===== src/hw/rtl/sprc_pkg.sv =====
// ============================================================================
// sprc_pkg - shared types and constants of the status packet receiver
// Operation codes passed from the parser to the executor, status codes,
// queue word layout and the CRC-16 byte update.
// ============================================================================
package sprc_pkg;

    localparam int unsigned MAX_LENGTH_DEFAULT = 256;
    localparam int unsigned QUEUE_DEPTH        = 2;

    localparam logic [7:0]  HDR_BYTE_FF = 8'hFF;
    localparam logic [7:0]  HDR_BYTE_FD = 8'hFD;
    localparam logic [7:0]  HDR_BYTE_00 = 8'h00;
    localparam logic [15:0] CRC_POLY    = 16'h8005;

    // executor operations
    localparam logic [2:0] OP_CRC_START = 3'd0;  // crc <= update(0, FF)
    localparam logic [2:0] OP_CRC       = 3'd1;  // fold byte into crc
    localparam logic [2:0] OP_PARAM     = 3'd2;  // fold byte, emit parameter
    localparam logic [2:0] OP_CRC_LOW   = 3'd3;  // hold received crc low byte
    localparam logic [2:0] OP_CRC_HIGH  = 3'd4;  // compare, emit status
    localparam logic [2:0] OP_BAD_HDR   = 3'd5;  // emit bad header
    localparam logic [2:0] OP_BAD_LEN   = 3'd6;  // emit bad length

    localparam logic [2:0] ST_OK        = 3'd0;
    localparam logic [2:0] ST_DEV_ERR   = 3'd1;
    localparam logic [2:0] ST_CRC_ERR   = 3'd2;
    localparam logic [2:0] ST_BAD_HDR   = 3'd3;
    localparam logic [2:0] ST_BAD_LEN   = 3'd4;

    localparam logic KIND_PARAM  = 1'b0;
    localparam logic KIND_STATUS = 1'b1;

    typedef struct packed {
        logic [2:0] op;
        logic [7:0] data;
        logic [7:0] index;
        logic [7:0] id;
        logic [7:0] err;
    } op_word_t;

    // CRC-16, poly 0x8005, MSB first, one byte
    function automatic logic [15:0] crc_byte(input logic [15:0] crc, input logic [7:0] b);
        logic [15:0] c;
        c = crc ^ {b, 8'h00};
        for (int k = 0; k < 8; k++) begin
            if (c[15]) begin
                c = {c[14:0], 1'b0} ^ CRC_POLY;
            end else begin
                c = {c[14:0], 1'b0};
            end
        end
        return c;
    endfunction

endpackage


===== src/hw/rtl/status_packet_receiver_crc16_core.sv =====
// ============================================================================
// status_packet_receiver_crc16_core - servo-bus status packet receiver
// Hunts for the FF FF FD 00 header, parses id, length, instruction and
// error byte, emits each parameter byte (none on a device error) and one
// status word per packet after checking the CRC-16 (poly 0x8005, init 0).
// ============================================================================
//
//  channel | dir | handshake          | payload
//  --------+-----+--------------------+----------------------------------------
//  s_      | in  | s_valid / s_ready  | s_rx_byte
//  m_      | out | m_valid / m_ready  | m_kind, m_param_index, m_param_byte,
//          |     |                    | m_status_code, m_device_error, m_packet_id
//
//  One word per cycle sustained while m_ready stays high: the executor retires
//  one operation a cycle, and a result word passes the queue and the output reg.
//  Reset (aresetn low at a clock edge) returns to hunting, empties the queue
//  and the output register.
//  With m_ready low the result register holds; CRC-only operations still drain,
//  and s_ready drops once a result-carrying operation waits at the queue head
//  with one more operation behind it.
//
module status_packet_receiver_crc16_core #(
    parameter int unsigned MAX_LENGTH = sprc_pkg::MAX_LENGTH_DEFAULT
) (
    input  logic        aclk,
    input  logic        aresetn,
    input  logic        s_valid,
    output logic        s_ready,
    input  logic [7:0]  s_rx_byte,
    output logic        m_valid,
    input  logic        m_ready,
    output logic        m_kind,
    output logic [7:0]  m_param_index,
    output logic [7:0]  m_param_byte,
    output logic [2:0]  m_status_code,
    output logic [7:0]  m_device_error,
    output logic [7:0]  m_packet_id
);

    sprc_pkg::op_word_t push_word;
    sprc_pkg::op_word_t head;
    logic push, pop, empty, full, take;

    // every byte is taken when the queue has room, even if it is dropped
    assign s_ready = !full;
    assign take    = s_valid && s_ready;

    sprc_front #(
        .MAX_LENGTH (MAX_LENGTH)
    ) u_front (
        .aclk    (aclk),
        .aresetn (aresetn),
        .take    (take),
        .rx_byte (s_rx_byte),
        .push    (push),
        .word    (push_word)
    );

    sprc_fifo u_fifo (
        .aclk      (aclk),
        .aresetn   (aresetn),
        .push      (push),
        .push_word (push_word),
        .pop       (pop),
        .head      (head),
        .empty     (empty),
        .full      (full)
    );

    sprc_back u_back (
        .aclk           (aclk),
        .aresetn        (aresetn),
        .head           (head),
        .empty          (empty),
        .pop            (pop),
        .m_valid        (m_valid),
        .m_ready        (m_ready),
        .m_kind         (m_kind),
        .m_param_index  (m_param_index),
        .m_param_byte   (m_param_byte),
        .m_status_code  (m_status_code),
        .m_device_error (m_device_error),
        .m_packet_id    (m_packet_id)
    );

endmodule


===== src/hw/rtl/sprc_front.sv =====
// ============================================================================
// sprc_front - packet parser
// Tracks the packet phase per received byte and turns each byte into an
// operation word for the executor. Dropped hunt bytes produce no word.
// ============================================================================
module sprc_front #(
    parameter int unsigned MAX_LENGTH = sprc_pkg::MAX_LENGTH_DEFAULT
) (
    input  logic                aclk,
    input  logic                aresetn,
    input  logic                take,       // byte accepted this cycle
    input  logic [7:0]          rx_byte,
    output logic                push,
    output sprc_pkg::op_word_t  word
);

    localparam logic [3:0] PH_HUNT  = 4'd0;
    localparam logic [3:0] PH_HDR1  = 4'd1;
    localparam logic [3:0] PH_HDR2  = 4'd2;
    localparam logic [3:0] PH_HDR3  = 4'd3;
    localparam logic [3:0] PH_ID    = 4'd4;
    localparam logic [3:0] PH_LENL  = 4'd5;
    localparam logic [3:0] PH_LENH  = 4'd6;
    localparam logic [3:0] PH_INSTR = 4'd7;
    localparam logic [3:0] PH_ERR   = 4'd8;
    localparam logic [3:0] PH_PARAM = 4'd9;
    localparam logic [3:0] PH_CRCL  = 4'd10;
    localparam logic [3:0] PH_CRCH  = 4'd11;

    localparam logic [16:0] MAX_LEN17 = 17'(MAX_LENGTH);

    logic [3:0]  phase_reg, phase_next;
    logic [7:0]  len_lo_reg, len_lo_next;
    logic [15:0] left_reg, left_next;
    logic [7:0]  id_reg, id_next;
    logic [7:0]  err_reg, err_next;
    logic [7:0]  count_reg, count_next;
    logic [15:0] length;
    logic        hdr_fail_ff;

    assign length      = {rx_byte, len_lo_reg};
    assign hdr_fail_ff = (rx_byte == sprc_pkg::HDR_BYTE_FF);

    always_comb begin
        phase_next  = phase_reg;
        len_lo_next = len_lo_reg;
        left_next   = left_reg;
        id_next     = id_reg;
        err_next    = err_reg;
        count_next  = count_reg;
        push        = 1'b1;
        word.op     = sprc_pkg::OP_CRC;
        word.data   = rx_byte;
        word.index  = count_reg;
        word.id     = id_reg;
        word.err    = err_reg;
        case (phase_reg)
            PH_HDR1: begin
                if (rx_byte == sprc_pkg::HDR_BYTE_FF) begin
                    phase_next = PH_HDR2;
                end else begin
                    word.op    = sprc_pkg::OP_BAD_HDR;
                    phase_next = PH_HUNT;
                end
            end
            PH_HDR2: begin
                if (rx_byte == sprc_pkg::HDR_BYTE_FD) begin
                    phase_next = PH_HDR3;
                end else begin
                    word.op    = sprc_pkg::OP_BAD_HDR;
                    phase_next = hdr_fail_ff ? PH_HDR1 : PH_HUNT;
                end
            end
            PH_HDR3: begin
                if (rx_byte == sprc_pkg::HDR_BYTE_00) begin
                    phase_next = PH_ID;
                end else begin
                    word.op    = sprc_pkg::OP_BAD_HDR;
                    phase_next = hdr_fail_ff ? PH_HDR1 : PH_HUNT;
                end
            end
            PH_ID: begin
                id_next    = rx_byte;
                err_next   = 8'h00;
                phase_next = PH_LENL;
            end
            PH_LENL: begin
                len_lo_next = rx_byte;
                phase_next  = PH_LENH;
            end
            PH_LENH: begin
                if (length < 16'd4 || {1'b0, length} > MAX_LEN17) begin
                    word.op    = sprc_pkg::OP_BAD_LEN;
                    phase_next = PH_HUNT;
                end else begin
                    left_next  = length - 16'd4;
                    phase_next = PH_INSTR;
                end
            end
            PH_INSTR: begin
                phase_next = PH_ERR;
            end
            PH_ERR: begin
                err_next   = rx_byte;
                count_next = 8'd0;
                phase_next = (left_reg != 16'd0) ? PH_PARAM : PH_CRCL;
            end
            PH_PARAM: begin
                // device error: parameters only feed the crc
                word.op    = (err_reg != 8'h00) ? sprc_pkg::OP_CRC : sprc_pkg::OP_PARAM;
                count_next = count_reg + 8'd1;
                left_next  = left_reg - 16'd1;
                if (left_reg == 16'd1) begin
                    phase_next = PH_CRCL;
                end
            end
            PH_CRCL: begin
                word.op    = sprc_pkg::OP_CRC_LOW;
                phase_next = PH_CRCH;
            end
            PH_CRCH: begin
                word.op    = sprc_pkg::OP_CRC_HIGH;
                phase_next = PH_HUNT;
            end
            default: begin
                if (rx_byte == sprc_pkg::HDR_BYTE_FF) begin
                    word.op    = sprc_pkg::OP_CRC_START;
                    phase_next = PH_HDR1;
                end else begin
                    push = 1'b0;
                end
            end
        endcase
        if (!take) begin
            push = 1'b0;
        end
    end

    always_ff @(posedge aclk) begin
        if (!aresetn) begin
            phase_reg <= PH_HUNT;
        end else if (take) begin
            phase_reg <= phase_next;
        end
    end

    always_ff @(posedge aclk) begin
        if (take) begin
            len_lo_reg <= len_lo_next;
            left_reg   <= left_next;
            id_reg     <= id_next;
            err_reg    <= err_next;
            count_reg  <= count_next;
        end
    end

endmodule


===== src/hw/rtl/sprc_fifo.sv =====
// ============================================================================
// sprc_fifo - operation queue
// Short register queue between parser and executor; push and pop may
// happen in the same cycle.
// ============================================================================
module sprc_fifo (
    input  logic                aclk,
    input  logic                aresetn,
    input  logic                push,
    input  sprc_pkg::op_word_t  push_word,
    input  logic                pop,
    output sprc_pkg::op_word_t  head,
    output logic                empty,
    output logic                full
);

    localparam int unsigned DEPTH = sprc_pkg::QUEUE_DEPTH;
    localparam int unsigned AW    = (DEPTH > 1) ? $clog2(DEPTH) : 1;
    localparam int unsigned CW    = $clog2(DEPTH + 1);
    localparam logic [AW-1:0] LAST  = AW'(DEPTH - 1);
    localparam logic [CW-1:0] CFULL = CW'(DEPTH);

    sprc_pkg::op_word_t entry_reg [DEPTH];
    logic [AW-1:0] wr_ptr_reg, rd_ptr_reg;
    logic [CW-1:0] count_reg;

    assign head  = entry_reg[rd_ptr_reg];
    assign empty = (count_reg == '0);
    assign full  = (count_reg == CFULL);

    always_ff @(posedge aclk) begin
        if (push) begin
            entry_reg[wr_ptr_reg] <= push_word;
        end
    end

    always_ff @(posedge aclk) begin
        if (!aresetn) begin
            wr_ptr_reg <= '0;
            rd_ptr_reg <= '0;
            count_reg  <= '0;
        end else begin
            if (push) begin
                wr_ptr_reg <= (wr_ptr_reg == LAST) ? '0 : wr_ptr_reg + AW'(1);
            end
            if (pop) begin
                rd_ptr_reg <= (rd_ptr_reg == LAST) ? '0 : rd_ptr_reg + AW'(1);
            end
            if (push && !pop) begin
                count_reg <= count_reg + CW'(1);
            end else if (pop && !push) begin
                count_reg <= count_reg - CW'(1);
            end
        end
    end

    a_count_bound: assert property (@(posedge aclk) disable iff (!aresetn)
        count_reg <= CFULL)
        else $error("queue count above depth");

    a_pop_nonempty: assert property (@(posedge aclk) disable iff (!aresetn)
        pop |-> !empty)
        else $error("pop from empty queue");

    a_push_grows: assert property (@(posedge aclk) disable iff (!aresetn)
        (push && !pop) |=> count_reg == $past(count_reg) + CW'(1))
        else $error("push lost in queue");

endmodule


===== src/hw/rtl/sprc_back.sv =====
// ============================================================================
// sprc_back - operation executor
// Runs the CRC, checks it at packet end and builds result words into a
// single output register.
// ============================================================================
module sprc_back (
    input  logic                aclk,
    input  logic                aresetn,
    input  sprc_pkg::op_word_t  head,
    input  logic                empty,
    output logic                pop,
    output logic                m_valid,
    input  logic                m_ready,
    output logic                m_kind,
    output logic [7:0]          m_param_index,
    output logic [7:0]          m_param_byte,
    output logic [2:0]          m_status_code,
    output logic [7:0]          m_device_error,
    output logic [7:0]          m_packet_id
);

    localparam logic [15:0] CRC_START = sprc_pkg::crc_byte(16'h0000, sprc_pkg::HDR_BYTE_FF);

    logic [15:0] crc_reg, crc_next;
    logic [7:0]  crc_lo_reg;
    logic        valid_reg;
    logic        emits;
    logic        slot_free;
    logic [15:0] crc_upd;
    logic [15:0] got;

    logic       kind_next;
    logic [7:0] idx_next, pb_next, derr_next, pid_next;
    logic [2:0] code_next;

    assign crc_upd   = sprc_pkg::crc_byte(crc_reg, head.data);
    assign got       = {head.data, crc_lo_reg};
    assign emits     = head.op inside {sprc_pkg::OP_PARAM, sprc_pkg::OP_CRC_HIGH,
                                       sprc_pkg::OP_BAD_HDR, sprc_pkg::OP_BAD_LEN};
    assign slot_free = !valid_reg || m_ready;
    assign pop       = !empty && (!emits || slot_free);

    always_comb begin
        crc_next  = crc_reg;
        kind_next = sprc_pkg::KIND_STATUS;
        idx_next  = 8'h00;
        pb_next   = 8'h00;
        code_next = sprc_pkg::ST_OK;
        derr_next = 8'h00;
        pid_next  = 8'h00;
        case (head.op)
            sprc_pkg::OP_CRC_START: crc_next = CRC_START;
            sprc_pkg::OP_CRC:       crc_next = crc_upd;
            sprc_pkg::OP_PARAM: begin
                crc_next  = crc_upd;
                kind_next = sprc_pkg::KIND_PARAM;
                idx_next  = head.index;
                pb_next   = head.data;
                pid_next  = head.id;
            end
            sprc_pkg::OP_CRC_HIGH: begin
                if (head.err != 8'h00) begin
                    code_next = sprc_pkg::ST_DEV_ERR;
                end else if (got != crc_reg) begin
                    code_next = sprc_pkg::ST_CRC_ERR;
                end
                derr_next = head.err;
                pid_next  = head.id;
            end
            sprc_pkg::OP_BAD_HDR: begin
                code_next = sprc_pkg::ST_BAD_HDR;
                if (head.data == sprc_pkg::HDR_BYTE_FF) begin
                    crc_next = CRC_START;  // failing FF opens a new header
                end
            end
            sprc_pkg::OP_BAD_LEN: begin
                code_next = sprc_pkg::ST_BAD_LEN;
                pid_next  = head.id;
            end
            default: ;
        endcase
    end

    always_ff @(posedge aclk) begin
        if (!aresetn) begin
            valid_reg <= 1'b0;
        end else if (pop && emits) begin
            valid_reg <= 1'b1;
        end else if (m_ready) begin
            valid_reg <= 1'b0;
        end
    end

    always_ff @(posedge aclk) begin
        if (pop) begin
            crc_reg <= crc_next;
            if (head.op == sprc_pkg::OP_CRC_LOW) begin
                crc_lo_reg <= head.data;
            end
        end
        if (pop && emits) begin
            m_kind         <= kind_next;
            m_param_index  <= idx_next;
            m_param_byte   <= pb_next;
            m_status_code  <= code_next;
            m_device_error <= derr_next;
            m_packet_id    <= pid_next;
        end
    end

    assign m_valid = valid_reg;

endmodule


===== config.mk =====
export PLATFORM = sky130hd
export DESIGN_NAME = status_packet_receiver_crc16_core
export DESIGN_NICKNAME = d
export VERILOG_FILES = /design/src/hw/rtl/sprc_pkg.sv /design/src/hw/rtl/status_packet_receiver_crc16_core.sv /design/src/hw/rtl/sprc_front.sv /design/src/hw/rtl/sprc_fifo.sv /design/src/hw/rtl/sprc_back.sv
export SDC_FILE = /design/constraint.sdc
export NUM_CORES = 1
export LEC_CHECK = 0
export BUFFER_PORTS_ARGS = -buffer_cell sky130_fd_sc_hd__buf_2
export CORE_ASPECT_RATIO = 1.25
export CORE_MARGIN = 5
export CORE_UTILIZATION = 55
export CTS_BUF_LIST = sky130_fd_sc_hd__clkbuf_16
export DETAILED_ROUTE_END_ITERATION = 10
export GPL_ROUTABILITY_DRIVEN = 0
export PLACE_DENSITY_LB_ADDON = 0.3
export SLEW_MARGIN = 20
export SYNTH_ARGS = -nofsm -noshare
export SYNTH_HDL_FRONTEND = slang
export SYNTH_SLANG_ARGS = --single-unit

===== constraint.sdc =====
create_clock -name aclk -period 7.9 [get_ports aclk]
set_clock_uncertainty 0.2 [all_clocks]
set_input_delay 0.395 -clock aclk [delete_from_list [all_inputs] [get_ports aclk]]
set_output_delay 0.395 -clock aclk [all_outputs]
set_load 0.05 [all_outputs]

# Yosys cells after proc, flatten, opt, wreduce, memory -nomap -nowiden

Memories as Yosys holds them, arrays and structs flattened. A register that Yosys moved wholly into a read port is not among the register bits.
Index checks and enable logic that the tools add are counted.

$add $sub $neg: 7
Multipliers: 0
Div/mod/pow operators: 0
$lt $le $gt $ge: 2
Eq/ne operators: 26
Shift operators: 0
Multiplexer cells: 47
Bitwise operators: 9
Reduce and logical (&&, ||, !) cells: 40

Operators by type and width:

| kind                                                            | count |
|---|---|
| 2-to-1 mux 16 bit                                               | 10 |
| case mux 16 bit (3 select lines)                                | 1 |
| case mux 4 bit (11 select lines)                                | 1 |
| case mux 16 bit (2 select lines)                                | 1 |
| case mux 8 bit (2 select lines)                                 | 2 |
| equality test 8 bit (second input constant)                     | 3 |
| inverter 3 bit                                                  | 8 |
| case mux 3 bit (8 select lines)                                 | 1 |
| 2-to-1 mux 3 bit                                                | 6 |
| equality test 16 x 1 -> 1 bit (second input constant)           | 1 |
| equality test 4 x 3 -> 1 bit (second input constant)            | 4 |
| equality test 4 bit (second input constant)                     | 4 |
| greater-than comparator 16 x 9 -> 1 bit (second input constant) | 1 |
| < comparator 16 x 3 -> 1 bit (second input constant)            | 1 |
| 2-to-1 mux 4 bit                                                | 4 |
| inequality test 16 bit                                          | 1 |
| nonzero test 16 bit                                             | 1 |
| nonzero test 8 bit                                              | 2 |
| subtractor 16 x 1 -> 16 bit (second input constant)             | 1 |
| subtractor 16 x 3 -> 16 bit (second input constant)             | 1 |
| bitwise XOR 16 bit                                              | 1 |
| 2-to-1 mux 1 bit                                                | 14 |
| 2-to-1 mux 2 bit                                                | 6 |
| nonzero test 12 bit                                             | 1 |
| 28 further kinds                                                | 55 |

Bits in registers: 117
Bits in latches: 0
Bits in writable memories: 70
Memory bits (read-only): 0
Bits of input ports: 12
Logic and storage cells: 150
Memories: 1

Memory list:

| name             | depth | bits a word | rd ports | clocked after memory_dff | wr ports | RTL line        | RTL |
|---|---|---|---|---|---|---|---|
| u_fifo.entry_reg | 2     | 35          | 1        | 1                        | 1        | sprc_fifo.sv:23 | `sprc_pkg::op_word_t entry_reg [DEPTH];` |

# Logic depth before layout (Yosys ltp)

Gate-level depths: netlist (run 1).

Depth in word-level cells: 18
Depth in mapped cells: 10
Mapped depth without buffers: 9

# Modules after synthesis

A second synthesis (run 1) with hierarchy kept.

Cell total of the unflattened synthesis: 604
Area, all modules: 8429.3 µm²

By module, submodules not included:

| module                            | times used | cells each | area each (µm²) | sequential area each (µm²) |
|---|---|---|---|---|
| sprc_front                        | 1          | 290        | 3050.4          | 1521.5 |
| sprc_fifo                         | 1          | 131        | 2742.6          | 2202.1 |
| sprc_back                         | 1          | 181        | 2626.3          | 1821.7 |
| status_packet_receiver_crc16_core | 1          | 2          | 10.0            | 0.0 |

# Worst setup path before layout (run 1)

OpenSTA, ideal clock, no wires.

Path type: reg-to-reg
Start point: register (tool-made name)
End point: register u_back.m_device_error[0], enable pin
Setup time: 0.429 ns
Arrival: 2.999 ns
Slack: 4.271 ns
Cell stages (with the launch flop): 7
Period minus slack after synthesis: 3.629 ns
Cells stage by stage: dfxtp_1 buf_6 mux2i_1 nand2_1 o21ai_0 o22ai_1 nor2_1

RTL lines:

| element                | RTL line         | RTL |
|---|---|---|
| end signal: assignment | sprc_back.sv:106 | `m_device_error <= derr_next;` |
| end: declaration       | sprc_back.sv:18  | `output logic [7:0] m_device_error,` |

==> qor.csv, run 1 <==
stage;metric;value;unit
cells_and_area;area_growth;12.2;%
status;run_status;finished, final reports clean;
setup_path;arrival;3.92;ns
place;port_buffers;49;
setup_path;reg2reg_setup_slack;3.83;ns
yosys;synth_flop_cell;edfxtp_1;
flow_run;cap_violations;0;
routing;drc_errors;0;
grt;grt.total_usage;19.2;%
cells_and_area;finish.utilization;62.4;%
yosys;syn_nets;627;
sta;tightest_slew;0.996;ns
yosys;synth_top_cell_by_area;edfxtp_1;
routing;ant_nets;0;
cells_and_area;insertedDiodeCount;0;
sta;min_period;4.07;ns
routing;routed_via_density;5.73;
routing;drt-initial-drc-count;463;
die;initial_core_util;55.6;%
routing;via_count;4902;
yosys;syn_area_per_cell;13.7;sq um
grt;grt_max_degree;42;
sta;slew_violations;0;
power_and_ir_drop;power.density;298;nW/um^2
sta;fmax;246;MHz
yosys;synth_edf_count;178;
sta;setup-violations-final;0;
clocking;h-tree-depth;4;
routing;detail_route.wl_per_cell;19.0;microns
clocking;clock_path_buffers;2;
die;core-area;14800;sq um
sta;period_share;51.5;%
setup_path;critPathLaunchType;flip-flop;
yosys;synth_seq_cells;188;
setup_path;reg2reg_depth;6;
min_path;min_from;aresetn;
sta;hold_viol;0;
cells_and_area;largest_reg_flops;70;
yosys;netlist_area;8250;sq um
yosys;synth_top_area_share;64.8;%
clocking;cts_buffers;17;
die;dieArea;17600;sq um
yosys;synthArstFlopShare;0;%
die;placementRows;50;
yosys;synth_warnings;0;
min_path;min_path_cells;2;
power_and_ir_drop;p_leak;3.21;nW
sta;maxSlewHeadroom;31.7;%
yosys;synthTopCellsByArea;edfxtp_1, mux2i_1, nor2_1;
routing;routed_wl;16.2;mm
min_path;min_path_type;in2reg;
setup_path;worstSetupEndpointType;flip-flop;
cells_and_area;final_area;9250;sq um
setup_path;required;7.75;ns
grt;grt_pass1_wl;26.2;mm
place;dpl.hpwl;11.2;mm
sta;setup_tns;0;ns
grt;grt_pass1_vias;5047;
clocking;insertion_delay;0.43;ns
clocking;cts_sinks;188;
clocking;cts_tree;yes;
clocking;hold_buffers;0;
die;die_x;120;microns
yosys;seq_area_frac_synth;67.3;%
sta;rsz0062_at_grt;false;
setup_path;reg2reg_to;u_back.m_param_index[5];
min_path;hold_end;u_fifo.wr_ptr_reg;
setup_path;critPathKind;reg2reg;
sta;timing.hold.ws;0.0800;ns
setup_path;cp_max_fo;36;
clocking;root_buffer;clkbuf_16;
cells_and_area;drive_gt1_share;15.9;%
grt;antenna_found_initial;0;
die;die_y;147;microns
clocking;cts_setup_buffers;0;
die;io_pins;50;
grt;grt_overflow;0;
clocking;cts.clk_slew.worst_paths;0.06;ns
yosys;yosysUniqueCellTypes;57;
yosys;synth_cells;602;
routing;drt_first_pass_iters;5;
cells_and_area;layout.nets;685;
place;dpl-instance-area;8720;sq um
clocking;cts_resized;0;
power_and_ir_drop;peakVddDrop;0.000124;V
## cell usage after synthesis (2+ instances only)
cell,n
a21oi_1,18
nand2b_1,5
ha_1,13
nand3_1,11
nor2_1,72
clkbuf_1,13
a21boi_0,3
buf_1,3
o31ai_1,3
nand3b_1,2
xnor2_1,22
nor4_1,17
a21o_1,2
dfxtp_1,10
xor2_1,29
a31oi_1,3
o21ai_0,21
mux2i_4,2
nand4_1,4
o22ai_1,3
or4_1,2
edfxtp_1,178
nor2b_1,3
and2_1,9
a41oi_1,2
nand2_1,36
nor3_1,10
xnor3_1,2
and3_1,21
mux2i_1,33
inv_1,22
xor2_2,3
## cells by family (layout without fill, tap and decap cells)
| logic type | count (synthesis) | count (layout) | synth area share (%) |
|---|---|---|---|
| AOI/OAI and AO/OA | 63 | 63 | 4.69 |
| xor gates and xnor gates | 57 | 57 | 6.84 |
| adders and majority gates | 13 | 13 | 1.97 |
| buffers and inverters | 40 | 111 | 1.93 |
| DFF | 188 | 188 | 67.3 |
| muxes | 36 | 36 | 4.69 |
| and+or+nand+nor | 205 | 205 | 12.6 |
## placed cells by master (no fill, tap or decap), drive strengths merged, types with 4 or more instances in the layout
cell type,count
ha,13
and2,9
nand2b,5
inv,25
nand4,4
nor2,72
clkinv,8
nor3,10
buf,57
dfxtp,10
and3,21
clkinvlp,4
edfxtp,178
nor4,19
xnor2,22
xor2,32
nand2,37
mux2i,35
nand3,11
o21ai,21
a21oi,18
clkbuf,17
## critical path, cell delays in order (launching register included)
cell and delay [ns]:
dfxtp_2 0.37, buf_4 0.52, mux2i_1 0.90, nand2_1 0.16, o21ai_0 0.27, o22ai_1 0.38
nor2_4 0.85
## metal layers
metal / vias up / GRT usage [%] / part of all wire (%)
met4: 0 / 7.45 / 1.9
met3: 31 / 4.74 / 4.8
met5: - / 0 / 0
li1: 2336 / - / -
met2: 134 / 34.0 / 54
met1: 2401 / 22.5 / 39
## power breakdown
part | switching [mW] | internal (mW) | total, mW
Clock | 0.360 | 0.400 | 0.760
Combinational | 0.521 | 0.204 | 0.724
Sequential | 0.0382 | 1.24 | 1.27
## metrics by stage
| step | cells | setup WS, ns | power [mW] |
|---|---|---|---|
| final | 855 | 3.83 | 2.76 |
| after global routing | 855 | 3.44 | 2.87 |
| after global placement | 823 | 4.01 | 2.00 |
| after CTS | 855 | 3.71 | 2.78 |
| after detailed placement | 823 | 3.78 | 2.03 |
| after floorplan | 602 | 4.27 | 1.86 |
## how the worst max path moves through the flow
| stage | startpoint | depth (start not counted) | slack, ns | endpoint |
|---|---|---|---|---|
| floorplan | flip-flop | 6 | 4.27 | u_back.m_device_error[0] |
| global placement | flip-flop | 6 | 4.01 | u_back.crc_reg[5] |
| detailed placement | flip-flop | 6 | 3.78 | u_back.crc_reg[7] |
| CTS | flip-flop | 6 | 3.71 | u_back.crc_reg[1] |
| global route | flip-flop | 6 | 3.44 | u_back.m_param_index[7] |
| finish | flip-flop | 6 | 3.83 | u_back.m_param_index[5] |
## area by class of cell
type / count / area [sq um]
Timing Repair Buffer: 57 / 305
Clock buffer: 17 / 425
Fill cell: 1093 / 5570
Sequential cell: 188 / 5550
Inverter: 22 / 82.6
Clock inverter: 15 / 100
Multi-Input combinational cell: 374 / 2570
Tap cell: 182 / 228
No activity file was read; power rests on OpenSTA's default activity.
==> run 2: changes to the inputs <==
- clock period: 7.9 -> 3.7 ns (I/O delays scaled with it)
==> run 2 against run 1 <==
Die area is the same. Global-route usage shrank 0.21 points. Sequential power up 110%. Via count is 1.2% higher. Core utilization up 1.2 points. Non-clock buffer count increased by 16. Register-to-register slack got worse by 3.3 ns. Clock power increased by 130%. Sequential cell count stayed put. Critical path depth rose by 3. Combinational power grew 120%. Worst hold slack got worse by 0.070 ns. Largest power group unchanged.
==> qor.csv, run 2 (same netlist as run 1, synthesis figures left out) <==
stage;metric;value;unit
min_path;min_path_type;in2reg;
sta;fmax;319;MHz
die;dieArea;17600;sq um
power_and_ir_drop;power.density;640;nW/um^2
grt;grt_max_degree;40;
min_path;min_path_cells;4;
clocking;cts.clk_slew.worst_paths;0.07;ns
routing;drc_errors;0;
sta;period_share;84.7;%
die;core-area;14800;sq um
sta;hold_viol;0;
grt;grt_pass1_vias;5027;
cells_and_area;final_common_cell;edfxtp_1;
routing;drt_first_pass_iters;5;
routing;ant_nets;0;
clocking;clock_path_buffers;2;
flow_run;cap_violations;0;
setup_path;critPathKind;reg2reg;
grt;grt.total_usage;19.0;%
place;port_buffers;49;
routing;routed_via_density;5.70;
sta;min_period;3.13;ns
routing;drt-initial-drc-count;521;
sta;slew_violations;0;
die;io_pins;50;
sta;tightest_slew;0.795;ns
sta;setup-violations-final;0;
power_and_ir_drop;peakVddDrop;0.000299;V
clocking;cts_tree;yes;
min_path;hold_end;u_back.m_valid;
clocking;cts_buffers;17;
setup_path;required;3.68;ns
die;placementRows;50;
die;initial_core_util;55.6;%
grt;antenna_found_initial;0;
routing;via_count;4960;
setup_path;critPathLaunchType;flip-flop;
sta;maxSlewHeadroom;46.5;%
grt;grt_pass1_wl;25.7;mm
place;dpl.hpwl;10.9;mm
routing;routed_wl;16.1;mm
cells_and_area;stdcell_count;870;
clocking;root_buffer;clkbuf_16;
place;placedCellCount;830;
setup_path;worstSetupEndpointType;flip-flop;
clocking;insertion_delay;0.43;ns
cells_and_area;layout.nets;701;
cells_and_area;largest_reg_flops;70;
clocking;cts_resized;0;
cells_and_area;final_cell_mix;edfxtp_1, nor2_1, buf_2;
die;die_y;147;microns
cells_and_area;ff_latch_area;5550;sq um
status;run_status;finished, final reports clean;
setup_path;reg2reg_setup_slack;0.57;ns
setup_path;reg2reg_to;u_back.m_status_code[1];
cells_and_area;fillers;1051;
sta;timing.hold.ws;0.0100;ns
setup_path;reg2reg_depth;9;
cells_and_area;insertedDiodeCount;0;
clocking;h-tree-depth;4;
clocking;cts_sinks;188;
setup_path;arrival;3.12;ns
routing;detail_route.wl_per_cell;18.5;microns
power_and_ir_drop;p_leak;3.31;nW
sta;setup_tns;0;ns
cells_and_area;drive_gt1_share;16.6;%
sta;rsz0062_at_grt;false;
cells_and_area;multi_input_area;2560;sq um
die;die_x;120;microns
grt;grt_overflow;0;
cells_and_area;area_growth;14.3;%
setup_path;cp_max_fo;29;
min_path;min_from;m_ready;
cells_and_area;finish.utilization;63.6;%
==> run 2: layout make-up <==
class / count / area share (%)
Clock buffer: 17 / 4.51
Clock inverter: 14 / 1.47
Inverter: 22 / 0.876
Multi-Input combinational cell: 374 / 27.1
Sequential cell: 188 / 58.8
Tap cell: 182 / 2.42
Timing Repair Buffer: 73 / 4.75
==> run 2: power breakdown <==
part	internal (mW)	total (mW)	switching, mW
Clock	0.939	1.74	0.797
Combinational	0.459	1.57	1.11
Sequential	2.63	2.72	0.0880
==> run 2: through the flow <==
step | instance area (sq um) | setup WS (ns) | total power, mW
after floorplan | 8250 | 0.0712 | 3.97
after detailed placement | 8770 | 0.623 | 4.34
after global routing | 9430 | 0.428 | 6.27
final | 9430 | 0.565 | 6.03
after global placement | 8770 | 0.692 | 4.30
after CTS | 9430 | 0.559 | 6.07
==> run 2: worst max path at each step <==
stage	to	slack [ns]	depth (start not counted)	from
2_1_floorplan	u_back.m_device_error[0]	0.07	6	flip-flop
3_3_place_gp	u_back.crc_reg[15]	0.69	8	flip-flop
3_5_place_dp	u_back.crc_reg[15]	0.62	8	flip-flop
4_1_cts	u_back.crc_reg[15]	0.56	8	flip-flop
5_1_grt	u_back.crc_reg[15]	0.43	8	flip-flop
6_report	u_back.m_status_code[1]	0.57	9	flip-flop
==> run 2: critical path, cell delays in order, from the launching register on <==
cell,delay (ns)
dfxtp_2,0.50
buf_4,0.50
mux2i_4,0.39
xor2_2,0.27
ha_1,0.22
nand4_1,0.08
nor4_1,0.29
nand4_1,0.13
o31ai_1,0.21
a21oi_1,0.09
==> run 2: repair_timing <==
action,4_1_cts,5_1_grt
setup buffers,0,0
setup endpoints to repair,0,0
hold buffers,9,0
endpoints found under the hold margin,42,0
==> run 2: per-layer routing <==
layer  share of wire, %  up-vias  track usage, %  wire length [microns]
met5                  0        -               0                      0
met4                2.0        0            7.05                    328
met1                 40     2390            22.3                   6400
li1                   -     2374               -                      -
met3                4.8       28            4.77                    776
met2                 53      168            33.7                   8580
==> run 3: changes to the inputs <==
- ABC_AREA: default -> 1
- clock period: 3.7 -> 3.11 ns (I/O delays scaled with it)
==> run 3 against run 2 <==
Global-route usage increased by 1.4 points. Area after synthesis is 2.9% higher. Worst setup slack got worse by 0.21 ns. Count of clock-buffer cells in the layout did not move. Sequential power grew 24%. Core utilization up 0.55 points. Final area rose by 2.6%. Largest power group unchanged. Die area up 2.7%. Total power is 34% higher. Via count increased by 16%. Clock power increased by 18%. Worst hold slack better by 0.20 ns.
==> qor.csv, run 3 <==
stage;metric;value;unit
status;run_status;finished, final reports clean;
setup_path;arrival;2.75;ns
yosys;muxShareOfSynthArea;0.944;%
power_and_ir_drop;p_leak;3.80;nW
yosys;seq_area_frac_synth;65.3;%
setup_path;required;3.10;ns
min_path;min_path_cells;6;
sta;maxSlewHeadroom;49.1;%
yosys;synthAdderAreaFrac;1.92;%
cells_and_area;drive_gt1_share;14.3;%
cells_and_area;largest_reg_flops;70;
sta;fin_ws;0.352;ns
clocking;clock_path_buffers;2;
cells_and_area;final_common_cell;edfxtp_1;
yosys;syn_nets;805;
die;initial_core_util;56.3;%
yosys;synth_top_area_share;63.0;%
setup_path;reg2reg_setup_slack;0.35;ns
clocking;cts_buffers;17;
cells_and_area;area_growth;13.9;%
clocking;cts_tree;yes;
yosys;synthSimpleGateAreaFrac;18.3;%
clocking;root_buffer;clkbuf_16;
clocking;cts.clk_slew.worst_paths;0.07;ns
yosys;synth_seq_cells;188;
setup_path;cp_max_fo;4;
grt;grt_max_degree;36;
sta;slew_violations;0;
die;core-area;15100;sq um
yosys;synth_flop_cell;edfxtp_1;
sta;hold_viol;0;
cells_and_area;layout.nets;880;
cells_and_area;final_area;9670;sq um
cells_and_area;finish.utilization;64.1;%
sta;tightest_slew;0.761;ns
grt;antenna_found_initial;0;
place;port_buffers;49;
clocking;insertion_delay;0.43;ns
sta;timing.hold.ws;0.206;ns
yosys;synth_xor_area_share;2.45;%
place;place_ws;0.391;ns
die;dieArea;18000;sq um
sta;fmax;363;MHz
routing;routed_via_density;5.33;
yosys;synthArstFlopShare;0;%
setup_path;critPathLaunchType;flip-flop;
sta;setup_tns;0;ns
cells_and_area;insertedDiodeCount;0;
clocking;cts_setup_buffers;0;
cells_and_area;fillers;1154;
yosys;synth_top_cell_by_area;edfxtp_1;
sta;period_share;88.7;%
grt;grt_pass1_wl;28.2;mm
die;placementRows;50;
grt;grt.total_usage;20.4;%
clocking;h-tree-depth;4;
cells_and_area;stdcell_count;1076;
power_and_ir_drop;peakVddDrop;0.000349;V
yosys;synth.most_common_cell;edfxtp_1;
die;io_pins;50;
yosys;synth_cells;780;
yosys;netlist_area;8490;sq um
setup_path;reg2reg_to;u_back.crc_reg[15];
flow_run;cap_violations;0;
setup_path;critPathKind;reg2reg;
sta;setup-violations-final;0;
routing;drc_errors;0;
routing;via_count;5735;
cells_and_area;final_cell_mix;edfxtp_1, nand2_1, nor2_1;
setup_path;worstSetupEndpointType;flip-flop;
yosys;synth_edf_count;178;
die;die_x;121;microns
yosys;synthTopCellsByArea;edfxtp_1, nand2_1, nor2_1;
yosys;synth_top_family_by_area;simple AND/OR/NAND/NOR gates;
yosys;yosysUniqueCellTypes;41;
place;dpl.hpwl;12.1;mm
routing;drt_first_pass_iters;6;
yosys;synth_warnings;0;
power_and_ir_drop;power.density;836;nW/um^2
die;die_y;149;microns
grt;grt_overflow;0;
min_path;hold_end;u_fifo.wr_ptr_reg;
min_path;min_path_type;in2reg;
yosys;synth_compound_area_share;5.69;%
routing;ant_nets;0;
setup_path;reg2reg_depth;16;
place;dpl-instance-area;9000;sq um
sta;rsz0062_at_grt;false;
grt;grt_pass1_vias;5747;
yosys;ys_top_cells_by_count;edfxtp_1, nand2_1, nor2_1;
power_and_ir_drop;power;8.08;mW
min_path;min_from;s_valid;
place;placedCellCount;1034;
routing;detail_route.wl_per_cell;16.2;microns
routing;drt-initial-drc-count;447;
sta;min_period;2.76;ns
yosys;syn_area_per_cell;10.9;sq um
clocking;cts_sinks;188;
routing;routed_wl;17.4;mm
run 3: worst max-delay path: stages, from the launching register on:
cell and delay, ns:
dfxtp_1 0.38, inv_2 0.06, or2_2 0.27, o21ai_0 0.17
xnor2_1 0.16, inv_1 0.08, ha_1 0.33, inv_1 0.07
nand3_1 0.07, nand2_1 0.08, inv_1 0.07, nand2_2 0.07
nand2_1 0.08, nand2_2 0.08, nand3_1 0.11, a21oi_1 0.17
nor2_1 0.06
run 3: logic make-up after synthesis:
family                   Yosys count
AO/OA/AOI/OAI                     87
XOR/XNOR                          22
adder cells (fa/ha/maj)           13
buffers and inverters            111
flip-flops                       188
multiplexers                       8
AND/OR/NAND/NOR                  351
run 3: metal layers:
metal  wire length, microns  track usage, %
met2                   9110            36.3
met5                      0               0
met4                    488            9.18
met3                    849            3.45
met1                   6940            24.1
run 3: worst max-delay path by stage:
stage / start / end / slack [ns]
final: flip-flop / u_back.crc_reg[15] / 0.35
after global routing: flip-flop / u_back.crc_reg[15] / 0.11
after CTS: flip-flop / u_back.crc_reg[15] / 0.36
after detailed placement: flip-flop / u_back.crc_reg[15] / 0.39
after global placement: flip-flop / u_back.crc_reg[15] / 0.53
after floorplan: flip-flop / u_back.crc_reg[0] / 0.14
run 3: cell type report:
type                            instances  area [sq um]  area share, %
Clock inverter                         15           138           1.42
Inverter                               97           364           3.77
Tap cell                              208           260           2.69
Clock buffer                           17           425           4.40
Sequential cell                       188          5550           57.4
Multi-Input combinational cell        481          2490           25.8
Timing Repair Buffer                   70           440           4.56
run 3: timing repair:
action | CTS | global route
hold buffers | 10 | 0
hold endpoints to repair | 45 | 0
gates resized for setup | 0 | 0
run 3: power by group:
group | leakage, nW | internal [mW] | switching, mW
clock | 0.265 | 1.11 | 0.932
sequential | 1.73 | 3.24 | 0.124
combinational | 1.80 | 0.674 | 2.00
